$ cat src/design/lkvc_pkg.sv
// ---------------------------------------------------------------------------
// lkvc_pkg
// Shared types and constants of the least-recently-used key-value cache.
// ---------------------------------------------------------------------------
`default_nettype none

package lkvc_pkg;

   // store geometry
   localparam int unsigned CAPACITY  = 16;
   localparam int unsigned SLOT_W    = $clog2(CAPACITY);
   localparam int unsigned COUNT_W   = 5;
   localparam int unsigned DATA_W    = 32;

   // capacity register reset value, limited to the store size
   localparam logic [COUNT_W-1:0] CAP_RESET = COUNT_W'(CAPACITY);

   // operation codes
   localparam logic OP_GET = 1'b0;
   localparam logic OP_PUT = 1'b1;

   // register index of the capacity register
   localparam logic REG_CAPACITY = 1'b0;

   // value returned by a get that misses
   localparam logic signed [DATA_W-1:0] MISS_VALUE = -32'sd1;

   typedef enum logic {
      ST_IDLE,
      ST_UPDATE
   } state_type;

   // commands from the controller to the datapath
   typedef struct packed {
      logic capture;   // latch the item and the lookup result
      logic commit;    // update the store and load the result register
   } cmd_type;

endpackage

`default_nettype wire

$ cat src/design/lkvc_ctrl.sv
// ---------------------------------------------------------------------------
// lkvc_ctrl
// Controller: two-step sequence per item and result valid tracking.
// ---------------------------------------------------------------------------
`default_nettype none

module lkvc_ctrl
   import lkvc_pkg::*;
(
   input  wire logic    clock,
   input  wire logic    reset,
   input  wire logic    req_tvalid,
   output logic         req_tready,
   output logic         rsp_tvalid,
   input  wire logic    rsp_tready,
   output cmd_type      cmd
);

   state_type state_ff, state_in;
   logic      rsp_valid_ff, rsp_valid_in;

   // state and result valid registers
   always_ff @(posedge clock) begin
      if (reset) begin
         state_ff     <= ST_IDLE;
         rsp_valid_ff <= 1'b0;
      end else begin
         state_ff     <= state_in;
         rsp_valid_ff <= rsp_valid_in;
      end
   end

   // next state and commands
   always_comb begin
      state_in    = state_ff;
      req_tready  = 1'b0;
      cmd.capture = 1'b0;
      cmd.commit  = 1'b0;
      unique case (state_ff)
         ST_IDLE: begin
            // take an item once the result register is free or draining
            req_tready  = !rsp_valid_ff || rsp_tready;
            cmd.capture = req_tvalid && req_tready;
            if (cmd.capture) begin
               state_in = ST_UPDATE;
            end
         end
         ST_UPDATE: begin
            cmd.commit = 1'b1;
            state_in   = ST_IDLE;
         end
         default: begin
            state_in = ST_IDLE;
         end
      endcase
   end

   // result valid: set on commit, cleared when taken
   always_comb begin
      if (cmd.commit) begin
         rsp_valid_in = 1'b1;
      end else if (rsp_tready) begin
         rsp_valid_in = 1'b0;
      end else begin
         rsp_valid_in = rsp_valid_ff;
      end
   end

   assign rsp_tvalid = rsp_valid_ff;

endmodule

`default_nettype wire

$ cat src/design/lkvc_datapath.sv
// ---------------------------------------------------------------------------
// lkvc_datapath
// Entry store, parallel key match, recency ranks and the result register.
// ---------------------------------------------------------------------------
`default_nettype none

module lkvc_datapath
   import lkvc_pkg::*;
(
   input  wire logic                     clock,
   input  wire logic                     reset,
   input  wire cmd_type                  cmd,
   input  wire logic                     req_operation,
   input  wire logic signed [DATA_W-1:0] req_key,
   input  wire logic signed [DATA_W-1:0] req_value,
   input  wire logic                     cfg_write,
   input  wire logic [COUNT_W-1:0]       cfg_data,
   output logic [COUNT_W-1:0]            capacity,
   output logic                          rsp_found,
   output logic signed [DATA_W-1:0]      rsp_read_value,
   output logic                          rsp_evicted,
   output logic signed [DATA_W-1:0]      rsp_evicted_key
);

   // entry store
   logic signed [DATA_W-1:0] key_ff   [CAPACITY];
   logic signed [DATA_W-1:0] value_ff [CAPACITY];
   logic [CAPACITY-1:0]      valid_ff, valid_in;
   logic [SLOT_W-1:0]        rank_ff  [CAPACITY];
   logic [SLOT_W-1:0]        rank_in  [CAPACITY];
   logic [COUNT_W-1:0]       occ_ff, occ_in;
   logic [COUNT_W-1:0]       cap_ff, cap_in;

   // captured item and lookup outcome
   logic                     op_ff;
   logic signed [DATA_W-1:0] item_key_ff, item_value_ff;
   logic                     hit_ff, victim_found_ff, free_found_ff;
   logic [SLOT_W-1:0]        hit_idx_ff, victim_idx_ff, free_idx_ff;

   // lookup signals
   logic                     hit, victim_found, free_found, full;
   logic [SLOT_W-1:0]        hit_idx, victim_idx, free_idx;
   logic [COUNT_W-1:0]       occ_last;

   // update signals
   logic                     do_evict, do_insert, do_touch;
   logic [SLOT_W-1:0]        target;
   logic [COUNT_W-1:0]       old_rank;

   // result register
   logic                     found_ff;
   logic signed [DATA_W-1:0] read_value_ff, read_value_in;
   logic                     evicted_ff;
   logic signed [DATA_W-1:0] evicted_key_ff, evicted_key_in;

   // key match, victim search and free slot search, lowest slot wins
   assign full     = occ_ff >= cap_ff;
   assign occ_last = occ_ff - COUNT_W'(1);
   always_comb begin
      hit          = 1'b0;
      hit_idx      = '0;
      victim_found = 1'b0;
      victim_idx   = '0;
      free_found   = 1'b0;
      free_idx     = '0;
      for (int i = CAPACITY - 1; i >= 0; i--) begin
         if (valid_ff[i] && (key_ff[i] == req_key)) begin
            hit     = 1'b1;
            hit_idx = SLOT_W'(i);
         end
         if (valid_ff[i] && full && ({1'b0, rank_ff[i]} == occ_last)) begin
            victim_found = 1'b1;
            victim_idx   = SLOT_W'(i);
         end
         if (!valid_ff[i]) begin
            free_found = 1'b1;
            free_idx   = SLOT_W'(i);
         end
      end
   end

   // capture the item with its lookup outcome
   always_ff @(posedge clock) begin
      if (cmd.capture) begin
         op_ff           <= req_operation;
         item_key_ff     <= req_key;
         item_value_ff   <= req_value;
         hit_ff          <= hit;
         hit_idx_ff      <= hit_idx;
         victim_found_ff <= victim_found;
         victim_idx_ff   <= victim_idx;
         free_found_ff   <= free_found;
         free_idx_ff     <= free_idx;
      end
   end

   // choose the slot that becomes most recent
   assign do_evict  = !hit_ff && (op_ff == OP_PUT) && victim_found_ff;
   assign do_insert = !hit_ff && (op_ff == OP_PUT) && !victim_found_ff && free_found_ff;
   assign do_touch  = hit_ff || do_evict || do_insert;
   always_comb begin
      if (hit_ff) begin
         target   = hit_idx_ff;
         old_rank = {1'b0, rank_ff[hit_idx_ff]};
      end else if (do_evict) begin
         target   = victim_idx_ff;
         old_rank = {1'b0, rank_ff[victim_idx_ff]};
      end else begin
         target   = free_idx_ff;
         old_rank = occ_ff;
      end
   end

   // rank ageing and valid marks
   always_comb begin
      valid_in = valid_ff;
      occ_in   = occ_ff;
      for (int i = 0; i < CAPACITY; i++) begin
         rank_in[i] = rank_ff[i];
         if (cmd.commit && do_touch) begin
            if (SLOT_W'(i) == target) begin
               rank_in[i] = '0;
            end else if (valid_ff[i] && ({1'b0, rank_ff[i]} < old_rank)) begin
               rank_in[i] = rank_ff[i] + SLOT_W'(1);
            end
         end
      end
      if (cmd.commit && do_insert) begin
         valid_in[free_idx_ff] = 1'b1;
         occ_in                = occ_ff + COUNT_W'(1);
      end
   end

   // capacity register: zero reads as one, saturates at the store size,
   // taken only while the store is empty
   always_comb begin
      cap_in = cap_ff;
      if (cfg_write && (occ_ff == '0)) begin
         if (cfg_data == '0) begin
            cap_in = COUNT_W'(1);
         end else if (cfg_data > COUNT_W'(CAPACITY)) begin
            cap_in = COUNT_W'(CAPACITY);
         end else begin
            cap_in = cfg_data;
         end
      end
   end

   // control state
   always_ff @(posedge clock) begin
      if (reset) begin
         valid_ff <= '0;
         occ_ff   <= '0;
         cap_ff   <= CAP_RESET;
         for (int i = 0; i < CAPACITY; i++) begin
            rank_ff[i] <= '0;
         end
      end else begin
         valid_ff <= valid_in;
         occ_ff   <= occ_in;
         cap_ff   <= cap_in;
         for (int i = 0; i < CAPACITY; i++) begin
            rank_ff[i] <= rank_in[i];
         end
      end
   end

   // key and value write-back
   always_ff @(posedge clock) begin
      if (cmd.commit) begin
         if ((hit_ff && (op_ff == OP_PUT)) || do_evict || do_insert) begin
            value_ff[target] <= item_value_ff;
         end
         if (do_evict || do_insert) begin
            key_ff[target] <= item_key_ff;
         end
      end
   end

   // result fields
   always_comb begin
      if (hit_ff && (op_ff == OP_GET)) begin
         read_value_in = value_ff[hit_idx_ff];
      end else if (op_ff == OP_GET) begin
         read_value_in = MISS_VALUE;
      end else begin
         read_value_in = '0;
      end
      evicted_key_in = do_evict ? key_ff[victim_idx_ff] : '0;
   end

   always_ff @(posedge clock) begin
      if (cmd.commit) begin
         found_ff       <= hit_ff;
         read_value_ff  <= read_value_in;
         evicted_ff     <= do_evict;
         evicted_key_ff <= evicted_key_in;
      end
   end

   assign capacity        = cap_ff;
   assign rsp_found       = found_ff;
   assign rsp_read_value  = read_value_ff;
   assign rsp_evicted     = evicted_ff;
   assign rsp_evicted_key = evicted_key_ff;

endmodule

`default_nettype wire

$ cat src/design/lru_key_value_cache_unit.sv
// ---------------------------------------------------------------------------
// lru_key_value_cache_unit
// Fully associative key-value cache with least-recently-used replacement.
// ---------------------------------------------------------------------------
// Each item is a get or a put of a signed 32-bit key and value and passes
// through a lookup step and an update step: the lookup compares the key
// against all sixteen entries in parallel and captures the item with its
// outcome; the update ages the recency ranks, writes the entry back and
// loads the result register, which then offers the result. A new item is
// taken only once the previous result has been taken or is taken in the
// same cycle, and never during an update; a stalled receiver stalls the input.
// The capacity register at byte address 0 takes data bits [4:0] and is written
// only while the cache is empty; zero reads back as one, 17 to 31 saturate.
`default_nettype none

module lru_key_value_cache_unit
   import lkvc_pkg::*;
(
   input  wire logic        clock,
   input  wire logic        reset,
   // request channel
   input  wire logic        req_tvalid,
   output logic             req_tready,
   input  wire logic [63:0] req_tdata,   // lookup_key [31:0], store_value [63:32]
   input  wire logic [0:0]  req_tuser,   // operation [0]
   // response channel
   output logic             rsp_tvalid,
   input  wire logic        rsp_tready,
   output logic [63:0]      rsp_tdata,   // read_value [31:0], evicted_key [63:32]
   output logic [1:0]       rsp_tuser,   // found [0], evicted [1]
   // configuration port
   input  wire logic        csr_psel,
   input  wire logic        csr_penable,
   input  wire logic        csr_pwrite,
   input  wire logic [2:0]  csr_paddr,
   input  wire logic [31:0] csr_pwdata,
   output logic [31:0]      csr_prdata,
   output logic             csr_pready
);

   cmd_type                  cmd;
   logic                     cfg_write;
   logic [COUNT_W-1:0]       capacity;
   logic                     found, evicted;
   logic signed [DATA_W-1:0] read_value, evicted_key;

   // register decode
   assign csr_pready = 1'b1;
   assign cfg_write  = csr_psel && csr_penable && csr_pwrite && csr_pready
                       && (csr_paddr[2] == REG_CAPACITY);
   assign csr_prdata = (csr_paddr[2] == REG_CAPACITY)
                       ? {{(32-COUNT_W){1'b0}}, capacity} : '0;

   lkvc_ctrl u_ctrl (
      .clock      (clock),
      .reset      (reset),
      .req_tvalid (req_tvalid),
      .req_tready (req_tready),
      .rsp_tvalid (rsp_tvalid),
      .rsp_tready (rsp_tready),
      .cmd        (cmd)
   );

   lkvc_datapath u_datapath (
      .clock           (clock),
      .reset           (reset),
      .cmd             (cmd),
      .req_operation   (req_tuser[0]),
      .req_key         (req_tdata[31:0]),
      .req_value       (req_tdata[63:32]),
      .cfg_write       (cfg_write),
      .cfg_data        (csr_pwdata[COUNT_W-1:0]),
      .capacity        (capacity),
      .rsp_found       (found),
      .rsp_read_value  (read_value),
      .rsp_evicted     (evicted),
      .rsp_evicted_key (evicted_key)
   );

   // pack the result
   assign rsp_tdata = {evicted_key, read_value};
   assign rsp_tuser = {evicted, found};

endmodule

`default_nettype wire
$ cat config.mk
export PLATFORM = sky130hd
export DESIGN_NAME = lru_key_value_cache_unit
export DESIGN_NICKNAME = d
export VERILOG_FILES = /design/src/design/lkvc_pkg.sv /design/src/design/lkvc_ctrl.sv /design/src/design/lkvc_datapath.sv /design/src/design/lru_key_value_cache_unit.sv
export SDC_FILE = /design/constraint.sdc
export NUM_CORES = 2
export LEC_CHECK = 0
export CAP_MARGIN = 30
export CORE_MARGIN = 2
export CORE_UTILIZATION = 42
export DETAILED_ROUTE_END_ITERATION = 16
export DONT_BUFFER_PORTS = 1
export PLACE_DENSITY = 0.57
export SYNTH_ARGS = -nofsm -noshare
export SYNTH_HDL_FRONTEND = slang
export SYNTH_HIERARCHICAL = 1
export SYNTH_SLANG_ARGS = --single-unit
$ cat constraint.sdc
create_clock -name clock -period 7.98 [get_ports clock]
set_input_delay 1.197 -clock clock [delete_from_list [all_inputs] [get_ports clock]]
set_output_delay 1.197 -clock clock [all_outputs]
set_load 0.01 [all_outputs]
* After elaboration in Yosys (flattened, before gate mapping) *
Memory sizes are Yosys's and may differ from the RTL's. A register that Yosys moved wholly into a read port is not among the register bits.
Cells that the tools add are included.

word-level totals
  logic and storage cells = 377
  bits in read-only memories = 0
  bits in latches = 0
  memories = 3
  output and inout bits = 101
  register bits = 142
  memory bits (writable) = 1088

operators by class
  divide/modulo/power cells = 0
  multiply operators = 0
  shifts and indexed selects = 0
  bitwise logic cells = 20
  equality and inequality tests = 47
  muxes and demuxes = 139
  add/sub/neg operators = 18
  magnitude comparators = 20
  reduce and logical (&&, ||, !) cells = 104

memory list
  memory               words  bits a word  rd ports  clocked after Yosys merged registers in  wr ports  RTL line             RTL
  u_datapath.key_ff    16     32           17        1                                        1         lkvc_datapath.sv:26  logic signed [DATA_W-1:0] key_ff [CAPACITY];
  u_datapath.value_ff  16     32           1         0                                        1         lkvc_datapath.sv:27  logic signed [DATA_W-1:0] value_ff [CAPACITY];
  u_datapath.rank_ff   16     4            18        0                                        16        lkvc_datapath.sv:29  logic [SLOT_W-1:0] rank_ff [CAPACITY];

operators with widths
  operator             count
  $eq 32x32->1         16
  $mux 4               90
  $eq 4x5->1           16
  $lt 4x5->1           16
  $logic_and 1x1->1    78
  $add 4x1->4 const B  16
  $mux 32              2
  $mux 3               12
  $eq 4x4->1 const A   8
  $reduce_or 15->1     2
  $mux 5               5
  $mux 1               22
  $eq 3x4->1 const A   4
  $or 1x1->1           16
  $or 16x16->16        1
  $reduce_or 8->1      2
  $reduce_and 15->1    1
  $mux 2               6
  $logic_not 5->1      2
  $eq 2x4->1 const A   2
  $reduce_and 8->1     1
  $reduce_or 4->1      2
  $logic_or 1x1->1     6
  $add 5x1->5 const B  1
  15 further kinds     21

* Logic depth before layout (Yosys ltp) *
  depth after elaboration = 18
  depth in mapped cells = 16
  depth with buffers taken out = 14

* Hierarchy *
The synthesis kept the hierarchy.

modules (own cells, without submodules)
  module                    cells each  times used  sequential area each (um2)  area an instance (um2)
  lkvc_datapath             3380        1           36935.4                     56934.6
  lru_key_value_cache_unit  38          1           0.0                         286.5
  lkvc_ctrl                 9           1           40.0                        105.1

* Worst setup path after synthesis *
No wires, ideal clock.

  kind = flip-flop to flip-flop
  start point = register u_datapath.victim_idx_ff[0]
  end point = memory u_datapath/rank_ff[9][2] (netlist bit)
  required time = 7902 ps
  cell stages (with the launch flop) = 14
  slack = 3399 ps
  setup time = 78 ps
  data arrival time = 4503 ps
  path buffers = 2
  cells stage by stage = edfxtp_1 > buf_2 > buf_1 > mux4_2 > mux4_2 > a22o_1 > a21oi_1 > ha_1 > nor2b_1 > or4_1 > a21oi_1 > nand2_1 > xor2_1 > nor3_1

RTL lines
  what                    RTL line             RTL
  start, declared         lkvc_datapath.sv:38  logic [SLOT_W-1:0] hit_idx_ff, victim_idx_ff, free_idx_ff;
  start signal, assigned  lkvc_datapath.sv:91  victim_idx_ff <= victim_idx;
  end, declared           lkvc_datapath.sv:29

==> run_results.csv <==
group,metric,value,unit
synthesis,mappedNetlistArea,0.0573,mm^2
setup_path,path_class,"reg -> reg",
place,gp_congestion,0.987,
power_and_ir_drop,power.leakage,20.1,nW
grt,grt_pass1_wl,251000,um
drt,drt_iter0_markers,3558,
clock_network,htreeDepth,4,
setup_path,start_kind,"register",
timing,rsz0062_at_grt,"no",
die,initial_utilization,42.3,%
synthesis,syn_area_per_cell,16.7,um^2
status,outcome,"completed",
timing,finalSetupViolations,0,
setup_path,end_kind,"register",
drt,vias,32000,
drt,wl_per_cell,33.8,um
clock_network,cts_root_buf,"clkbuf_16",
timing,max_slew_margin,26.7,%
clock_network,hold_buffers,0,
place,numPortBuffers,0,
timing,maxSlewViolCount,0,
power_and_ir_drop,total_power,0.0146,W
synthesis,ys_async_sr_fraction,0,%
synthesis,synth.distinct_cells,64,
drt,vias_per_cell,5.99,
synthesis,synth-edff-count,1170,
grt,grt.overflow.total,0,
place,dp_hpwl,116000,um
clock_network,cts_tree,"yes",
cells_and_area,n_antenna_cell,0,
drt,first_pass_iters,5,
setup_path,required,8.64,ns
grt,antenna_found_initial,9,
grt,grt_usage,25.6,%
die,dieArea,0.139,mm^2
timing,final-hold-violation-count,0,
setup_path,crit_fanout,21,
timing,period_share,67.8,%
grt,grt_pass1_vias,31500,
clock_network,clkSinkCount,1262,
power_and_ir_drop,peakVddDrop,0.000225,V
setup_path,rrSetupSlack,2.57,ns
clock_network,clk_latency,0.78,ns
die,placementRows,135,
synthesis,yosys_warnings,6,
timing,tightest_slew,1.10,ns
clock_network,clockBufferDepth,3,
drt,routed_wl,180000,um
timing,min_period,5.41,ns
clock_network,numCtsBuffers,141,
grt,grt_start_max_net_pins,132,
power_and_ir_drop,power_density,227,mW/mm^2
clock_network,clk_pin_slew,0.06,ns
clock_network,ctsResizeCount,0,
timing,final.setup.tns,0,ns
die,io_pins,208,
cells_and_area,final_cell_mix,"edfxtp_1, xnor2_1, mux4_2",
die,core_area,0.135,mm^2
clock_network,cts_setup_buffers,0,
cells_and_area,final_nets,3630,
worst_hold_path,hp-class,"in -> reg",
synthesis,synth_seq_cells,1262,
cells_and_area,layout_commonest_cell,"edfxtp_1",
setup_path,cp_data_arrival_time,6.07,ns
cells_and_area,area_growth,12.0,%
synthesis,yosysSeqAreaShare,64.5,%
synthesis,ys.flop_type,"edfxtp_1",
flow_run,max-cap-violations,0,
drt,route.detailed.drc,0,
die,chipWidth,373,um
cells_and_area,drive_above_1_share,18.8,%
drt,postRouteAntennaNets,0,
synthesis,synth_cells,3427,
timing,fmax,0.185,GHz
timing,hold_ws,0.487,ns
timing,finalClockSkew,0.0338,ns
die,die_y,373,um
## registers in the layout, indices dropped and copies added (netlist names), 16 cells and up
| name | flops |
|---|---|
| u_datapath/item_key_ff | 32 |
| u_datapath/item_value_ff | 32 |
| u_datapath/key_ff | 512 |
| u_datapath/rank_ff | 64 |
| u_datapath/rsp_evicted_key | 32 |
| u_datapath/rsp_read_value | 32 |
| u_datapath/valid_ff | 16 |
| u_datapath/value_ff | 512 |
## layer usage
metal	up-vias	share of wire, %	wire length, um	track usage [%]
met3	314	8.5	15400	5.42
met5	-	0.039	70	0
met1	16900	40	72100	34.6
li1	13400	-	-	-
met4	10	4.5	8120	11.0
met2	1467	47	84700	40.3
## cell usage after synthesis (all sizes together), types with 4 or more instances
| master | count | share of area (%) |
|---|---|---|
| edfxtp | 1170 | 61 |
| xnor2 | 471 | 7.2 |
| mux4 | 359 | 14 |
| nor2 | 169 | 1.1 |
| xor2 | 139 | 2.1 |
| clkbuf | 135 | 0.88 |
| nand4 | 122 | 1.3 |
| dfxtp | 92 | 3.2 |
| nand2 | 82 | 0.54 |
| buf | 80 | 0.76 |
| a21oi | 76 | 0.66 |
| ha | 71 | 1.5 |
| inv | 51 | 0.33 |
| nor3 | 48 | 0.42 |
| o21ai | 47 | 0.41 |
| nand3 | 37 | 0.32 |
| nor4 | 37 | 0.40 |
| and2 | 33 | 0.36 |
| mux2i | 21 | 0.37 |
| o21a | 21 | 0.28 |
| and4 | 13 | 0.20 |
| or3 | 13 | 0.14 |
| o311a | 12 | 0.21 |
| or4 | 12 | 0.16 |
| a31oi | 11 | 0.12 |
| nand2b | 11 | 0.12 |
| nor2b | 11 | 0.13 |
| o21bai | 9 | 0.12 |
| nand3b | 8 | 0.10 |
| nor3b | 8 | 0.11 |
| and3 | 7 | 0.076 |
| a21boi | 5 | 0.065 |
| and2b | 5 | 0.076 |
| xnor3 | 4 | 0.16 |
## worst paths after layout
kind                                             startpoint                  endpoint  cells past startpoint
worst max-delay path            u_datapath/victim_idx_ff[0]  u_datapath/rank_ff[1][3]                     13
worst min-delay path                                  reset           u_ctrl/state_ff                      1
worst max register to register  u_datapath/victim_idx_ff[0]  u_datapath/rank_ff[1][3]                     13
worst min register to register       u_datapath/capacity[4]    u_datapath/capacity[4]                      1
## worst max-delay path, stage by stage (launching register included)
cell	delay (ns)
edfxtp_1	0.87
buf_4	0.53
mux4_2	0.61
mux4_2	0.47
a22o_1	0.24
a21oi_1	0.77
buf_4	0.35
ha_1	0.27
a2111o_1	0.37
o221ai_1	0.17
and3_1	0.24
and4_1	0.22
xnor2_1	0.11
nor3_1	0.05
## through the flow
| stage | instances | setup slack [ns] | utilization, % | cell area [um^2] |
|---|---|---|---|---|
| after floorplan | 3453 | 3.40 | - | 57400 |
| after global placement | 5082 | 2.57 | 43.9 | 59500 |
| after detailed placement | 5089 | 2.53 | 44.0 | 59600 |
| after CTS | 5343 | 2.52 | 47.4 | 64200 |
| after global routing | 5344 | 2.16 | 47.4 | 64200 |
| final | 5344 | 2.57 | 47.4 | 64200 |
## cell type report
cell class                 count  area, um^2
fill                       11500       71300
sequential                  1262       37000
multi-input combinational   1925       19600
clock buffer                 168        3650
tap                         1781        2230
clock inverter                86         880
timing repair buffer          71         668
inverter                      51         191
## kinds of logic after synthesis
kind of cell / count (synthesis) / synth area share (%)
muxes: 380 / 14.5
AOI/OAI and AO/OA: 210 / 2.31
buffers and inverters: 266 / 1.98
DFF: 1262 / 64.5
xor gates and xnor gates: 614 / 9.48
other: 2 / 0.0131
adders and majority gates: 71 / 1.55
and+or+nand+nor: 622 / 5.70
## power breakdown
group	leakage, nW	switching, W	total [W]	internal [W]
registers	11.3	0.000118	0.00743	0.00731
logic	6.58	0.000446	0.000749	0.000303
clock network	2.21	0.00275	0.00641	0.00366
total	20.1	0.00332	0.0146	0.0113
Note: power is estimated with default switching activity, not from simulation.
